$ cat src/rtl/rimsa_pkg.sv
package rimsa_pkg;

	localparam int ACTION_W    = 3;
	localparam int ROOM_W      = 6;
	localparam int VALUE_W     = 32;
	localparam int KIND_W      = 2;
	localparam int ANSWER_W    = 38;
	localparam int ROOMS_REG_W = 7;

	localparam logic [ROOMS_REG_W-1:0] ROOMS_RESET = 7'd64;

	typedef enum logic [ACTION_W-1:0] {
		ACT_WRITE = 3'd0,
		ACT_JOIN  = 3'd1,
		ACT_LEAVE = 3'd2,
		ACT_PLAY  = 3'd3,
		ACT_OCC   = 3'd4
	} action_t;

	typedef enum logic [KIND_W-1:0] {
		KIND_INV = 2'd0,
		KIND_RUN = 2'd1,
		KIND_OCC = 2'd2
	} kind_t;

	typedef enum logic {
		ALU_ADD = 1'b0,
		ALU_SUB = 1'b1
	} alu_op_t;

	typedef struct packed {
		logic               vacant;
		logic [VALUE_W-1:0] value;
	} room_entry_t;

	localparam int ENTRY_W = $bits(room_entry_t);

endpackage

$ cat src/rtl/rimsa_cfg_if.sv
interface rimsa_cfg_if;
	logic                                valid;
	logic                                ready;
	logic [rimsa_pkg::ROOMS_REG_W-1:0]   rooms_in_use;

	modport source (output valid, output rooms_in_use, input ready);
	modport sink (input valid, input rooms_in_use, output ready);
endinterface

$ cat src/rtl/rimsa_req_if.sv
interface rimsa_req_if;
	logic                                valid;
	logic                                ready;
	logic [rimsa_pkg::ACTION_W-1:0]      action;
	logic [rimsa_pkg::ROOM_W-1:0]        room;
	logic signed [rimsa_pkg::VALUE_W-1:0] value;
	logic                                last;

	modport source (output valid, output action, output room, output value, output last,
		input ready);
	modport sink (input valid, input action, input room, input value, input last,
		output ready);
endinterface

$ cat src/rtl/rimsa_rsp_if.sv
interface rimsa_rsp_if;
	logic                                  valid;
	logic                                  ready;
	logic [rimsa_pkg::KIND_W-1:0]          kind;
	logic signed [rimsa_pkg::ANSWER_W-1:0] answer;

	modport source (output valid, output kind, output answer, input ready);
	modport sink (input valid, input kind, input answer, output ready);
endinterface

$ cat src/rtl/rimsa_ram.sv
module rimsa_ram #(
	parameter int WIDTH = 33,
	parameter int DEPTH = 64
) (
	input  logic                     clk,
	input  logic                     we,
	input  logic [$clog2(DEPTH)-1:0] waddr,
	input  logic [WIDTH-1:0]         wdata,
	input  logic [$clog2(DEPTH)-1:0] raddr,
	output logic [WIDTH-1:0]         rdata
);

	logic [WIDTH-1:0] mem [DEPTH];

	always_ff @(posedge clk) begin
		if (we) begin
			mem[waddr] <= wdata;
		end
		rdata <= mem[raddr];
	end

endmodule

$ cat src/rtl/rimsa_alu.sv
module rimsa_alu #(
	parameter int W = 39
) (
	input  rimsa_pkg::alu_op_t op,
	input  logic signed [W-1:0] a,
	input  logic signed [W-1:0] b,
	output logic signed [W:0]   y
);

	always_comb begin
		unique case (op)
			rimsa_pkg::ALU_SUB: y = (W+1)'(a) - (W+1)'(b);
			default:            y = (W+1)'(a) + (W+1)'(b);
		endcase
	end

endmodule

$ cat src/rtl/room_inversion_and_max_subarray.sv
// Room table with inversion count and maximum run sum. Each of ROOMS rooms holds a signed
// 32-bit value and a vacancy mark in one single-port-read memory; each walk reads that
// memory one room per read under a small sequencer, and one shared adder/subtractor does the
// value comparisons and run sums. The block takes one request at a time (req.ready is high
// only when idle); a finished answer sits in an output register, so the next request is taken
// while it waits. After reset the block clears every room of the table before it takes the
// first request; the rooms_in_use register may be written at any idle time, and its effective
// size n is that register clamped into 1..ROOMS. A write marked last then runs the inversion
// walk, which reads each pair of rooms below n once through the one memory read port. A write
// or leave to a room at or beyond n leaves the table unchanged; actions 5 to 7 are dropped
// without an answer.
module room_inversion_and_max_subarray #(
	parameter int ROOMS = 64
) (
	input  logic           clk,
	input  logic           arst_n,
	rimsa_cfg_if.sink      cfg,
	rimsa_req_if.sink      req,
	rimsa_rsp_if.source    rsp
);

	localparam int IDX_W = $clog2(ROOMS);
	localparam int CNT_W = $clog2(ROOMS + 1);
	localparam int SUM_W = rimsa_pkg::VALUE_W + 1 + IDX_W;
	localparam int INV_W = 2 * CNT_W;

	localparam logic signed [SUM_W-1:0] SUM_MIN = {1'b1, {(SUM_W-1){1'b0}}};

	typedef enum logic [3:0] {
		S_CLEAR,
		S_IDLE,
		S_WRITE,
		S_LEAVE,
		S_INV,
		S_JOIN,
		S_RUN,
		S_OCC,
		S_FIN
	} state_t;

	state_t state_q;

	// configuration
	logic [rimsa_pkg::ROOMS_REG_W-1:0] rooms_q;
	logic [CNT_W-1:0]                  size_n;
	logic [IDX_W-1:0]                  last_idx;

	// read stream: rd_q is the address the memory samples at each edge,
	// the _s1 tags travel with the data that comes back in the next cycle
	logic             iss_q;
	logic [IDX_W-1:0] rd_q;
	logic [IDX_W-1:0] pi_q;
	logic             issue_en;
	logic             vld_s1;
	logic [IDX_W-1:0] dix_s1;
	logic             outer_s1;

	// latched request fields
	logic [rimsa_pkg::ROOM_W-1:0]         room_q;
	logic signed [rimsa_pkg::VALUE_W-1:0] value_q;
	logic                                 last_q;
	logic                                 room_in;

	// walk accumulators
	logic signed [rimsa_pkg::VALUE_W-1:0] vi_q;
	logic                                 vi_occ_q;
	logic [INV_W-1:0]                     inv_q;
	logic [CNT_W-1:0]                     occ_q;
	logic signed [SUM_W-1:0]              cur_q;
	logic signed [SUM_W-1:0]              best_q;
	logic                                 phase_q;
	logic                                 pend_q;

	// result staging and output register
	rimsa_pkg::kind_t                      res_kind_q;
	logic signed [rimsa_pkg::ANSWER_W-1:0] res_ans_q;
	logic                                  out_vld_q;
	rimsa_pkg::kind_t                      out_kind_q;
	logic signed [rimsa_pkg::ANSWER_W-1:0] out_ans_q;

	// memory ports
	logic                              mem_we;
	logic [IDX_W-1:0]                  mem_waddr;
	rimsa_pkg::room_entry_t            mem_wdata;
	logic [rimsa_pkg::ENTRY_W-1:0]     mem_rdata;
	rimsa_pkg::room_entry_t            entry;

	// shared arithmetic unit
	rimsa_pkg::alu_op_t      alu_op;
	logic signed [SUM_W-1:0] alu_a;
	logic signed [SUM_W-1:0] alu_b;
	logic signed [SUM_W:0]   alu_y;
	logic                    alu_neg;
	logic                    walk_done;

	assign entry   = rimsa_pkg::room_entry_t'(mem_rdata);
	assign alu_neg = alu_y[SUM_W];

	// clamp the register into 1..ROOMS
	always_comb begin
		if (rooms_q == '0) begin
			size_n = CNT_W'(1);
		end else if (32'(rooms_q) > ROOMS) begin
			size_n = CNT_W'(ROOMS);
		end else begin
			size_n = CNT_W'(rooms_q);
		end
	end

	assign last_idx  = IDX_W'(size_n - CNT_W'(1));
	assign room_in   = 32'(req.room) < 32'(size_n);
	assign issue_en  = !((state_q == S_RUN) && phase_q);
	assign walk_done = !iss_q && !vld_s1;

	assign cfg.ready  = 1'b1;
	assign req.ready  = (state_q == S_IDLE);
	assign rsp.valid  = out_vld_q;
	assign rsp.kind   = out_kind_q;
	assign rsp.answer = out_ans_q;

	// Operand select for the shared unit. Inversion: v[j] - v[i] < 0 means v[i] > v[j].
	// Play, data cycle: max(cur, 0) + v. Play, other cycle: best - cur < 0 means cur wins.
	always_comb begin
		alu_op = rimsa_pkg::ALU_ADD;
		alu_a  = '0;
		alu_b  = '0;
		unique case (state_q)
			S_INV: begin
				alu_op = rimsa_pkg::ALU_SUB;
				alu_a  = SUM_W'($signed(entry.value));
				alu_b  = SUM_W'(vi_q);
			end
			S_RUN: begin
				if (phase_q) begin
					alu_op = rimsa_pkg::ALU_ADD;
					alu_a  = (!cur_q[SUM_W-1] && (cur_q != '0)) ? cur_q : '0;
					alu_b  = SUM_W'($signed(entry.value));
				end else begin
					alu_op = rimsa_pkg::ALU_SUB;
					alu_a  = best_q;
					alu_b  = cur_q;
				end
			end
			default: begin
				alu_op = rimsa_pkg::ALU_ADD;
			end
		endcase
	end

	// Memory write port: clear sweep, leave, write-back of a stored value, join fill.
	always_comb begin
		mem_we    = 1'b0;
		mem_waddr = dix_s1;
		mem_wdata = '0;
		unique case (state_q)
			S_CLEAR: begin
				mem_we    = 1'b1;
				mem_waddr = rd_q;
			end
			S_LEAVE: begin
				mem_we           = 1'b1;
				mem_waddr        = IDX_W'(room_q);
				mem_wdata.vacant = 1'b1;
			end
			S_WRITE: begin
				mem_we           = vld_s1;
				mem_wdata.vacant = entry.vacant;
				mem_wdata.value  = value_q;
			end
			S_JOIN: begin
				mem_we           = vld_s1 && entry.vacant;
				mem_wdata.vacant = 1'b0;
				mem_wdata.value  = value_q;
			end
			default: begin
				mem_we = 1'b0;
			end
		endcase
	end

	always_ff @(posedge clk or negedge arst_n) begin
		if (!arst_n) begin
			state_q    <= S_CLEAR;
			rooms_q    <= rimsa_pkg::ROOMS_RESET;
			iss_q      <= 1'b0;
			rd_q       <= '0;
			pi_q       <= '0;
			vld_s1     <= 1'b0;
			dix_s1     <= '0;
			outer_s1   <= 1'b0;
			phase_q    <= 1'b0;
			pend_q     <= 1'b0;
			out_vld_q  <= 1'b0;
			out_kind_q <= rimsa_pkg::KIND_INV;
			res_kind_q <= rimsa_pkg::KIND_INV;
		end else begin
			if (cfg.valid) begin
				rooms_q <= cfg.rooms_in_use;
			end

			// drop the answer once the consumer takes it
			if (out_vld_q && rsp.ready) begin
				out_vld_q <= 1'b0;
			end

			// tag what the memory samples at this edge
			vld_s1   <= iss_q && issue_en;
			dix_s1   <= rd_q;
			outer_s1 <= (rd_q == pi_q);

			// advance the read address
			if (iss_q && issue_en) begin
				unique case (state_q)
					S_INV: begin
						// outer room i, then rooms i+1..n-1, then on to i+1
						if (rd_q == last_idx) begin
							if (pi_q == last_idx) begin
								iss_q <= 1'b0;
							end else begin
								pi_q <= pi_q + IDX_W'(1);
								rd_q <= pi_q + IDX_W'(1);
							end
						end else begin
							rd_q <= rd_q + IDX_W'(1);
						end
					end
					S_JOIN: begin
						if (rd_q == '0) begin
							iss_q <= 1'b0;
						end else begin
							rd_q <= rd_q - IDX_W'(1);
						end
					end
					S_OCC, S_RUN: begin
						if (rd_q == last_idx) begin
							iss_q <= 1'b0;
						end else begin
							rd_q <= rd_q + IDX_W'(1);
						end
					end
					default: begin
						iss_q <= 1'b0;
					end
				endcase
			end

			unique case (state_q)
				S_CLEAR: begin
					rd_q <= rd_q + IDX_W'(1);
					if (rd_q == IDX_W'(ROOMS - 1)) begin
						state_q <= S_IDLE;
					end
				end

				S_IDLE: begin
					if (req.valid) begin
						room_q  <= req.room;
						value_q <= req.value;
						last_q  <= req.last;
						unique case (rimsa_pkg::action_t'(req.action))
							rimsa_pkg::ACT_WRITE: begin
								if (room_in) begin
									rd_q    <= IDX_W'(req.room);
									iss_q   <= 1'b1;
									state_q <= S_WRITE;
								end else if (req.last) begin
									rd_q    <= '0;
									pi_q    <= '0;
									iss_q   <= 1'b1;
									inv_q   <= '0;
									state_q <= S_INV;
								end
							end
							rimsa_pkg::ACT_JOIN: begin
								rd_q    <= last_idx;
								iss_q   <= 1'b1;
								state_q <= S_JOIN;
							end
							rimsa_pkg::ACT_LEAVE: begin
								if (room_in) begin
									state_q <= S_LEAVE;
								end
							end
							rimsa_pkg::ACT_PLAY: begin
								rd_q    <= '0;
								iss_q   <= 1'b1;
								phase_q <= 1'b0;
								pend_q  <= 1'b0;
								cur_q   <= '0;
								best_q  <= SUM_MIN;
								state_q <= S_RUN;
							end
							rimsa_pkg::ACT_OCC: begin
								rd_q    <= '0;
								iss_q   <= 1'b1;
								occ_q   <= '0;
								state_q <= S_OCC;
							end
							default: begin
								state_q <= S_IDLE;
							end
						endcase
					end
				end

				S_LEAVE: begin
					state_q <= S_IDLE;
				end

				S_WRITE: begin
					// the write-back keeps the room's vacancy mark
					if (vld_s1) begin
						if (last_q) begin
							rd_q    <= '0;
							pi_q    <= '0;
							iss_q   <= 1'b1;
							inv_q   <= '0;
							state_q <= S_INV;
						end else begin
							state_q <= S_IDLE;
						end
					end
				end

				S_INV: begin
					if (vld_s1) begin
						if (outer_s1) begin
							vi_q     <= $signed(entry.value);
							vi_occ_q <= !entry.vacant;
						end else if (vi_occ_q && !entry.vacant && alu_neg) begin
							inv_q <= inv_q + INV_W'(1);
						end
					end
					if (walk_done) begin
						res_kind_q <= rimsa_pkg::KIND_INV;
						res_ans_q  <= rimsa_pkg::ANSWER_W'(inv_q);
						state_q    <= S_FIN;
					end
				end

				S_JOIN: begin
					// stop at the first vacant room from the top; the write port fills it
					if (vld_s1 && entry.vacant) begin
						iss_q   <= 1'b0;
						state_q <= S_IDLE;
					end else if (walk_done) begin
						state_q <= S_IDLE;
					end
				end

				S_RUN: begin
					phase_q <= !phase_q;
					if (phase_q) begin
						if (vld_s1) begin
							cur_q  <= SUM_W'(alu_y);
							pend_q <= 1'b1;
						end
					end else if (pend_q) begin
						if (alu_neg) begin
							best_q <= cur_q;
						end
						pend_q <= 1'b0;
					end
					if (walk_done && !pend_q) begin
						res_kind_q <= rimsa_pkg::KIND_RUN;
						res_ans_q  <= rimsa_pkg::ANSWER_W'(best_q);
						state_q    <= S_FIN;
					end
				end

				S_OCC: begin
					if (vld_s1 && !entry.vacant) begin
						occ_q <= occ_q + CNT_W'(1);
					end
					if (walk_done) begin
						res_kind_q <= rimsa_pkg::KIND_OCC;
						res_ans_q  <= rimsa_pkg::ANSWER_W'(occ_q);
						state_q    <= S_FIN;
					end
				end

				S_FIN: begin
					// hold until the output register is free
					if (!out_vld_q || rsp.ready) begin
						out_vld_q  <= 1'b1;
						out_kind_q <= res_kind_q;
						out_ans_q  <= res_ans_q;
						state_q    <= S_IDLE;
					end
				end

				default: begin
					state_q <= S_IDLE;
				end
			endcase
		end
	end

	rimsa_ram #(
		.WIDTH (rimsa_pkg::ENTRY_W),
		.DEPTH (ROOMS)
	) u_table (
		.clk   (clk),
		.we    (mem_we),
		.waddr (mem_waddr),
		.wdata (mem_wdata),
		.raddr (rd_q),
		.rdata (mem_rdata)
	);

	rimsa_alu #(
		.W (SUM_W)
	) u_alu (
		.op (alu_op),
		.a  (alu_a),
		.b  (alu_b),
		.y  (alu_y)
	);

endmodule
$ cat src/flat_wrapper.sv
// flat-port wrapper written by rule: the top's interface ports become plain ports
module room_inversion_and_max_subarray_flat 
#(
	parameter int ROOMS = 64
)
  (clk, arst_n, cfg_valid, cfg_rooms_in_use, cfg_ready, req_valid, req_action, req_room, req_value, req_last, req_ready, rsp_valid, rsp_kind, rsp_answer, rsp_ready);
  rimsa_cfg_if cfg_i ();
  rimsa_req_if req_i ();
  rimsa_rsp_if rsp_i ();
  input  logic clk;
  input  logic arst_n;
  input wire logic [$bits(cfg_i.valid)-1:0] cfg_valid;
  input wire logic [$bits(cfg_i.rooms_in_use)-1:0] cfg_rooms_in_use;
  output wire logic [$bits(cfg_i.ready)-1:0] cfg_ready;
  input wire logic [$bits(req_i.valid)-1:0] req_valid;
  input wire logic [$bits(req_i.action)-1:0] req_action;
  input wire logic [$bits(req_i.room)-1:0] req_room;
  input wire logic [$bits(req_i.value)-1:0] req_value;
  input wire logic [$bits(req_i.last)-1:0] req_last;
  output wire logic [$bits(req_i.ready)-1:0] req_ready;
  output wire logic [$bits(rsp_i.valid)-1:0] rsp_valid;
  output wire logic [$bits(rsp_i.kind)-1:0] rsp_kind;
  output wire logic [$bits(rsp_i.answer)-1:0] rsp_answer;
  input wire logic [$bits(rsp_i.ready)-1:0] rsp_ready;
  assign cfg_i.valid = cfg_valid;
  assign cfg_i.rooms_in_use = cfg_rooms_in_use;
  assign cfg_ready = cfg_i.ready;
  assign req_i.valid = req_valid;
  assign req_i.action = req_action;
  assign req_i.room = req_room;
  assign req_i.value = req_value;
  assign req_i.last = req_last;
  assign req_ready = req_i.ready;
  assign rsp_valid = rsp_i.valid;
  assign rsp_kind = rsp_i.kind;
  assign rsp_answer = rsp_i.answer;
  assign rsp_i.ready = rsp_ready;
  room_inversion_and_max_subarray #(.ROOMS(ROOMS)) u_core (.clk(clk), .arst_n(arst_n), .cfg(cfg_i), .req(req_i), .rsp(rsp_i));
endmodule
$ cat config.mk
export PLATFORM = sky130hd
export DESIGN_NAME = room_inversion_and_max_subarray_flat
export DESIGN_NICKNAME = d
export VERILOG_FILES = /design/src/rtl/rimsa_pkg.sv /design/src/rtl/rimsa_cfg_if.sv /design/src/rtl/rimsa_req_if.sv /design/src/rtl/rimsa_rsp_if.sv /design/src/rtl/rimsa_ram.sv /design/src/rtl/rimsa_alu.sv /design/src/rtl/room_inversion_and_max_subarray.sv /design/src/flat_wrapper.sv
export SDC_FILE = /design/constraint.sdc
export NUM_CORES = 2
export LEC_CHECK = 0
export BUFFER_PORTS_ARGS = -buffer_cell sky130_fd_sc_hd__buf_2
export CAP_MARGIN = 20
export CORE_ASPECT_RATIO = 0.8
export CORE_MARGIN = 1.5
export CORE_UTILIZATION = 55
export DETAILED_ROUTE_END_ITERATION = 10
export PLACE_DENSITY = 0.71
export REMOVE_ABC_BUFFERS = 1
export SYNTH_ARGS = -nofsm -noshare
export SYNTH_HDL_FRONTEND = slang
export SYNTH_SLANG_ARGS = --single-unit
$ cat constraint.sdc
create_clock -name clk -period 9.4 [get_ports clk]
set_clock_uncertainty 0.05 [all_clocks]
set_input_delay 0.47 -clock clk [delete_from_list [all_inputs] [get_ports clk]]
set_output_delay 0.47 -clock clk [all_outputs]
set_load 0.05 [all_outputs]
Yosys cells after proc, flatten, opt, wreduce, memory -nomap -nowiden
Memory sizes are Yosys's and may differ from the RTL's. A register that Yosys moved wholly into a read port is not among the register bits.
Cells that the tools add are included.
{"block": "totals", "mem_bits_rw": 2112, "ff_bits": 286, "out_inout_bits": 43, "mem_count": 1}
{"block": "op_classes", "mux": 110, "reduce_logical": 47, "addsub": 8, "order_cmp": 2, "eq_ne": 43}
{"name": "u_core.u_table.mem", "depth": 64, "word_bits": 33, "rd": 1, "rd_clocked_by_memory_dff": 1, "wr": 1, "line": "rimsa_ram.sv:13", "text": "logic [WIDTH-1:0] mem [DEPTH];"}
{"operator": "39-bit two-way mux", "count": 12}
{"operator": "39-bit case mux with 2 select lines", "count": 4}
{"operator": "14-bit two-way mux", "count": 9}
{"operator": "6-bit two-way mux", "count": 20}
{"operator": "38-bit two-way mux", "count": 3}
{"operator": "38-bit case mux with 3 select lines", "count": 1}
{"operator": "6-bit case mux with 3 select lines", "count": 3}
{"operator": "4-bit two-way mux", "count": 11}
{"operator": "14-bit case mux with 3 select lines", "count": 1}
{"operator": "39-bit by 39-bit adder with 40-bit output", "count": 1}
{"operator": "40-bit two-way mux", "count": 1}
{"operator": "39-bit by 39-bit subtractor with 40-bit output", "count": 1}
{"operator": "39-bit nonzero test", "count": 1}
{"operator": "7-bit two-way mux", "count": 5}
{"operator": "2-bit by 1-bit != test with 1-bit output (second input constant)", "count": 17}
{"operator": "32-bit two-way mux", "count": 1}
{"operator": "4-bit case mux with 7 select lines", "count": 1}
{"operator": "6-bit case mux with 2 select lines", "count": 2}
{"operator": "1-bit two-way mux", "count": 21}
{"operator": "4-bit case mux with 5 select lines", "count": 1}
{"operator": "6-bit equality test", "count": 3}
{"operator": "4-bit by 3-bit equality test with 1-bit output (second input constant)", "count": 4}
{"operator": "14-bit by 1-bit adder with 14-bit output (second input constant)", "count": 1}
{"operator": "7-bit case mux with 2 select lines", "count": 1}
{"operator": "40 further kinds", "count": 85}

Longest topological paths before layout
{"block": "logic_depth", "depth_word": 14, "ltp_mapped": 22, "depth_no_buf": 19}

Cells and area by module
Synthesis repeated with hierarchy kept, for this count alone.
{"block": "unflattened", "hier_cells": 5216, "area_unflattened_um2": 97821.3}
{"mod": "rimsa_ram", "area_each_um2": 81094.0, "seq_area_each_um2": 64081.5, "cells_each": 3610, "n_inst": 1}
{"mod": "room_inversion_and_max_subarray", "area_each_um2": 13724.4, "seq_area_each_um2": 8394.3, "cells_each": 1160, "n_inst": 1}
{"mod": "rimsa_alu", "area_each_um2": 3002.9, "seq_area_each_um2": 0.0, "cells_each": 446, "n_inst": 1}

Worst setup path after synthesis
No wires, ideal clock.
{"block": "synth_path", "path_type": "register to register", "startpoint": "register u_core.state_q[1]", "endpoint": "register u_core.best_q[0], enable pin", "path_buffers": 5, "t_required_ns": 8.855, "period_less_slack_ns": 8.276, "setup_time_ns": 0.495, "path_stages_with_launch": 19, "setup_slack_ns": 1.124, "arrival_ns": 7.731, "path_cell_list": "dfrtp_1 nor4b_2 clkbuf_1 clkbuf_1 clkbuf_1 clkbuf_1 clkbuf_1 a222oi_1 inv_1 ha_1 a21o_1 a311o_1 a221oi_1 a21bo_2 a221oi_1 o41ai_1 o21ai_0 xnor2_1 a211oi_1"}
{"block": "synth_via", "elab_chain_cells": 6, "word_cells_on_any_way": 16, "classes_between": "add/sub (2); eq/ne (8); mux (4); reduce/logical (2)"}
{"item": "from (decl)", "line": "room_inversion_and_max_subarray.sv:41", "text": "state_t state_q;"}
{"item": "from (signal assigned)", "line": "room_inversion_and_max_subarray.sv:183", "text": "state_q <= S_CLEAR;"}
{"item": "from (signal assigned)", "line": "room_inversion_and_max_subarray.sv:251", "text": "state_q <= S_IDLE;"}
{"item": "from (signal assigned)", "line": "room_inversion_and_max_subarray.sv:265", "text": "state_q <= S_WRITE;"}
{"item": "4-bit by 3-bit equality test with 1-bit output (on tied branches)", "line": "room_inversion_and_max_subarray.sv:127, room_inversion_and_max_subarray.sv:247"}
{"item": "39-bit case mux with 2 select lines", "line": "room_inversion_and_max_subarray.sv:127", "text": "unique case (state_q)"}
{"item": "39-bit by 39-bit adder with 40-bit output or 39-bit by 39-bit subtractor with 40-bit output (tied branches)", "line": "rimsa_alu.sv:13, rimsa_alu.sv:12"}
{"item": "40-bit two-way mux", "line": "rimsa_alu.sv:11", "text": "unique case (op)"}
{"item": "2-bit by 1-bit != test with 1-bit output (no source line)"}
{"item": "7-bit AND reduction (no source line) (*)"}
{"item": "to (signal assigned)", "line": "room_inversion_and_max_subarray.sv:360", "text": "best_q <= cur_q;"}
{"item": "to (decl)", "line": "room_inversion_and_max_subarray.sv:70", "text": "logic signed [SUM_W-1:0] best_q;"}
Every way passes the cells marked *; elsewhere a longest branch is shown, timed or not.
A chain may end at the register's enable or synchronous reset.

Final worst setup path
{"block": "layout_path", "startpoint": "register u_core.state_q[1]", "endpoint": "register u_core.best_q[25], enable pin"}
Same word-level chain as after synthesis.

==> summary.md <==
| Metric | Value |
|---|---|
| H-tree depth | `4` |
| Setup crit end kind | `register` |
| Row cnt | `137` |
| PostCTS Resize Cnt | `0` |
| Sequential fraction of the synthesis area | `between 70% and 80%` |
| Post-CTS Setup Inserts | `0` |
| Sink Count | `2431` |
| Root buf cell | `clkbuf_16` |
| Synth cell count leaders | `edfxtp_1 (2359), mux4_2 (678), nor2_1 (202), clkbuf_1 (173), nand2_1 (123)` |
| Yosys cell types | `85` |
| PortBufs | `95` |
| Worst slew margin | `17.6%` |
| Synth Instances | `4703` |
| Final #Nets | `approximately 5100` |
| Critical path's largest stage delay | `between 700 and 800 ps` |
| Launching element type of the critical path | `register` |
| Worst Tran Pin Value | `~1200 ps` |
| RSZ-0062 raised after global routing | `false` |
| Cell accounting for the most synthesized area | `edfxtp_1` |
| Crit Path Category | `reg -> reg` |
| # DRC | `0` |
| CP max stage cell | `a222oi_1` |
| Status | `finished clean` |
| Largest net degree at the start of global routing | `134` |
| Most used cell, CP | `buf_4` |
| Antenna violations before repair | `29` |
| Critical path arrival | `between 8000 and 9000 ps` |
| CTS tree | `yes` |
| Top-count cell post-synth | `edfxtp_1` |
| Final RePlAce weighted congestion | `0.901` |
| Core area | `around 0.18 sq mm` |
| Area delta synth->final | `12.7%` |
| Placed insts | `7025` |
| PnR worst setup slack | `1540 ps` |
| Delay-heaviest family, CP | `compound AO/OA/AOI/OAI gates` |
| IO Pins | `97` |
| DR WL/cell | `31.9 um` |
| Mapped Avg Cell Area | `~21 sq um` |
| Post-synth top flop | `edfxtp_1` |
| Routed wire length | `240000 um` |
| Hold endpoint | `u_core.last_q` |
| Sum Neg Setup Slack | `0 ps` |
| Non-Filler Instances | `7528` |
| Reg2Reg Depth | `20` |
| Clock Path Buffers | `3` |
| Crit path max fanout | `57` |
| Reg2reg end | `u_core.best_q[25]` |
| Tmin final | `7860 ps` |
| Critical path buffers and inverters | `3` |
| Post-DP HPWL | `132000 um` |
| Total CTS buffers | `220` |
| Reg2reg setup slack | `1540 ps` |
| Post-route clock period utilization | `83.6%` |
| Layout cells sized above 1 | `26.9%` |
| Flops & latches, synth | `2431` |
| Max Fclk | `127 MHz` |
| Die height | `379 um` |
| Vias | `49519` |
| GRT Overall Usage | `a little over a quarter` |
| Mapped Area | `around 0.097 sq mm` |
| Die X | `473 um` |
| Clk_lat worst skew | `around 860 ps` |
| Critical Path, Cell by Cell | `buf_4, nor4b_4, buf_4, a222oi_1, nand3_1, or4_1, nor2_1, a211oi_1, xnor2_1, ha_1, a21oi_1, a21boi_0, a311oi_1, o21ai_0, a221oi_1, o41ai_1, o21ai_0, xnor2_1, a211oi_4, buf_4` |
| # setup viols final | `0` |
| Starting Density | `55.6%` |
| Ys Warns | `0` |
| WP data required | `approximately 9800 ps` |
| Synth area leaders | `edfxtp_1 (73%), mux4_2 (16%), dfrtp_1 (0.98%), nor2_1 (0.78%), and2_1 (0.73%)` |
| Total die area | `0.179 sq mm` |
| Power Density | `a little under 300 mW/mm^2` |
| Final ANT Viol Nets | `0` |
| Post-synth top area share | `72.9%` |
| Max Cap Viol | `0` |
| First drt pass iteration count | `7` |
| Final hold vios | `0` |
| Remaining Overflow, GRT | `0` |
| Synth async-reset ratio | `around 1.6%` |
| Critical R2R Launch | `u_core.state_q[1]` |
| Vias/cell | `6.58` |
| Cts hold-fix bufs | `60` |
| Hold depth | `2` |
| First-pass GRT wire length | `between 300000 and 400000 um` |
| Clock slew at reported path FFs | `around 60 ps` |
| Number of enable flip-flop cells after synthesis | `2359` |
| VDD IR-drop max | `0.227 mV` |
| DRT iter0 DRCs | `7808` |
| Worst Hold Class | `in -> reg` |
| Static Leak | `35.0 nW` |
| Hold_sp | `req_valid` |
| Pins Over Slew Limit | `0` |
| DP Worst Slack | `1640 ps` |
| Vias in the first global route | `47844` |
==> through the flow <==
step / cell area [sq um] / hold WS, ps / util (%) / total power (W)
after global routing: 110000 / 52.9 / 62.6 / 0.0339
final: 110000 / 74.8 / 62.6 / 0.0327
after global placement: 101000 / 351 / 57.9 / 0.0238
after CTS: 109000 / 4.71 / 62.2 / 0.0326
after floorplan: 96300 / 124 / - / 0.0218
after detailed placement: 101000 / 357 / 57.9 / 0.0239
==> sequential cells by signal, indices dropped and copies added, names as in the netlist, 2 cells and up <==
| signal | count |
|---|---|
| u_core.dix_s1 | 6 |
| u_core.best_q | 39 |
| u_core.rsp.answer | 38 |
| u_core.u_table.rdata | 33 |
| u_core.value_q | 32 |
| u_core.vi_q | 32 |
| u_core.res_ans_q | 38 |
| u_core.rd_q | 6 |
| u_core.occ_q | 7 |
| u_core.inv_q | 14 |
| u_core.room_q | 6 |
| u_core.state_q | 4 |
| u_core.rsp.kind | 2 |
| u_core.cur_q | 39 |
| u_core.rooms_q | 7 |
| u_core.res_kind_q | 2 |
| u_core.u_table.mem | 2112 |
| u_core.pi_q | 6 |
==> placed cells by master, fill, tap and decap left out, types with 34 or more instances in the layout <==
master / instances
xnor2_1: 55
nand2_1: 123
a222oi_1: 34
clkbuf_16: 220
o21ai_0: 89
ha_1: 52
buf_4: 106
xor2_1: 44
nand3_1: 47
a21oi_1: 90
inv_1: 59
mux4_2: 678
nor2_4: 70
clkbuf_1: 60
nor3_1: 35
buf_2: 95
edfxtp_1: 2359
and2_1: 80
nor2_1: 132
dlygate4sd3_1: 60
clkinv_1: 40
clkinv_2: 35
==> how the worst max path moves through the flow <==
stage                            from                end  slack (ps)  cells past startpoint
floorplan              u_core.rd_q[0]     u_core.rd_q[0]      -15590                      9
global placement    u_core.state_q[1]  u_core.best_q[22]        1740                     20
detailed placement  u_core.state_q[1]  u_core.best_q[20]        1640                     20
CTS                 u_core.state_q[1]  u_core.best_q[31]        1560                     20
global route        u_core.state_q[1]  u_core.best_q[31]         950                     20
finish              u_core.state_q[1]  u_core.best_q[25]        1540                     20
==> cell families (layout without fill, tap and decap cells) <==
kind of cell | Yosys count | in the layout | synth area share (%)
AOI/OAI and AO/OA | 436 | 436 | 3.10
xor gates and xnor gates | 99 | 99 | 0.892
adders and majority gates | 53 | 53 | 0.690
buffers and inverters | 312 | 764 | 1.23
DFF | 2431 | 2431 | 74.5
muxes | 731 | 731 | 16.3
other | 1 | 11 | 0.00386
and+or+nand+nor | 640 | 640 | 3.26
==> power breakdown <==
part	leakage, nW	switching (W)	internal, W
Sequential	22.5	0.000414	0.0133
Clock	3.38	0.00392	0.00482
Combinational	9.16	0.00610	0.00412
Total	35.0	0.0104	0.0223
==> area by class of cell <==
type / count / area (sq um)
flip-flops and latches: 2431 / 72500
fillers: 11627 / 65500
multi-input cells: 1960 / 24200
clock buffers: 287 / 5830
well taps: 2363 / 2960
repair buffers: 300 / 2670
clock inverters: 115 / 1160
inverters: 62 / 233
diodes: 10 / 25.0
==> per-layer routing <==
layer	part of all wire, %	track usage (%)	vias to the layer above
met5	0.046	0	-
met4	2.3	6.33	14
met3	10	5.20	360
met2	47	40.9	2831
met1	41	40.3	26139
li1	-	-	20175
==> worst register-to-register path, cell delays in order (launching register included) <==
cell	delay, ps
dfrtp_1	570
buf_4	410
nor4b_4	90
buf_4	340
a222oi_1	780
nand3_1	190
or4_1	680
nor2_1	350
a211oi_1	160
xnor2_1	170
ha_1	380
a21oi_1	290
a21boi_0	140
a311oi_1	330
o21ai_0	150
a221oi_1	600
o41ai_1	230
o21ai_0	480
xnor2_1	220
a211oi_4	380
buf_4	480
Note: power is estimated with default switching activity, not from simulation.
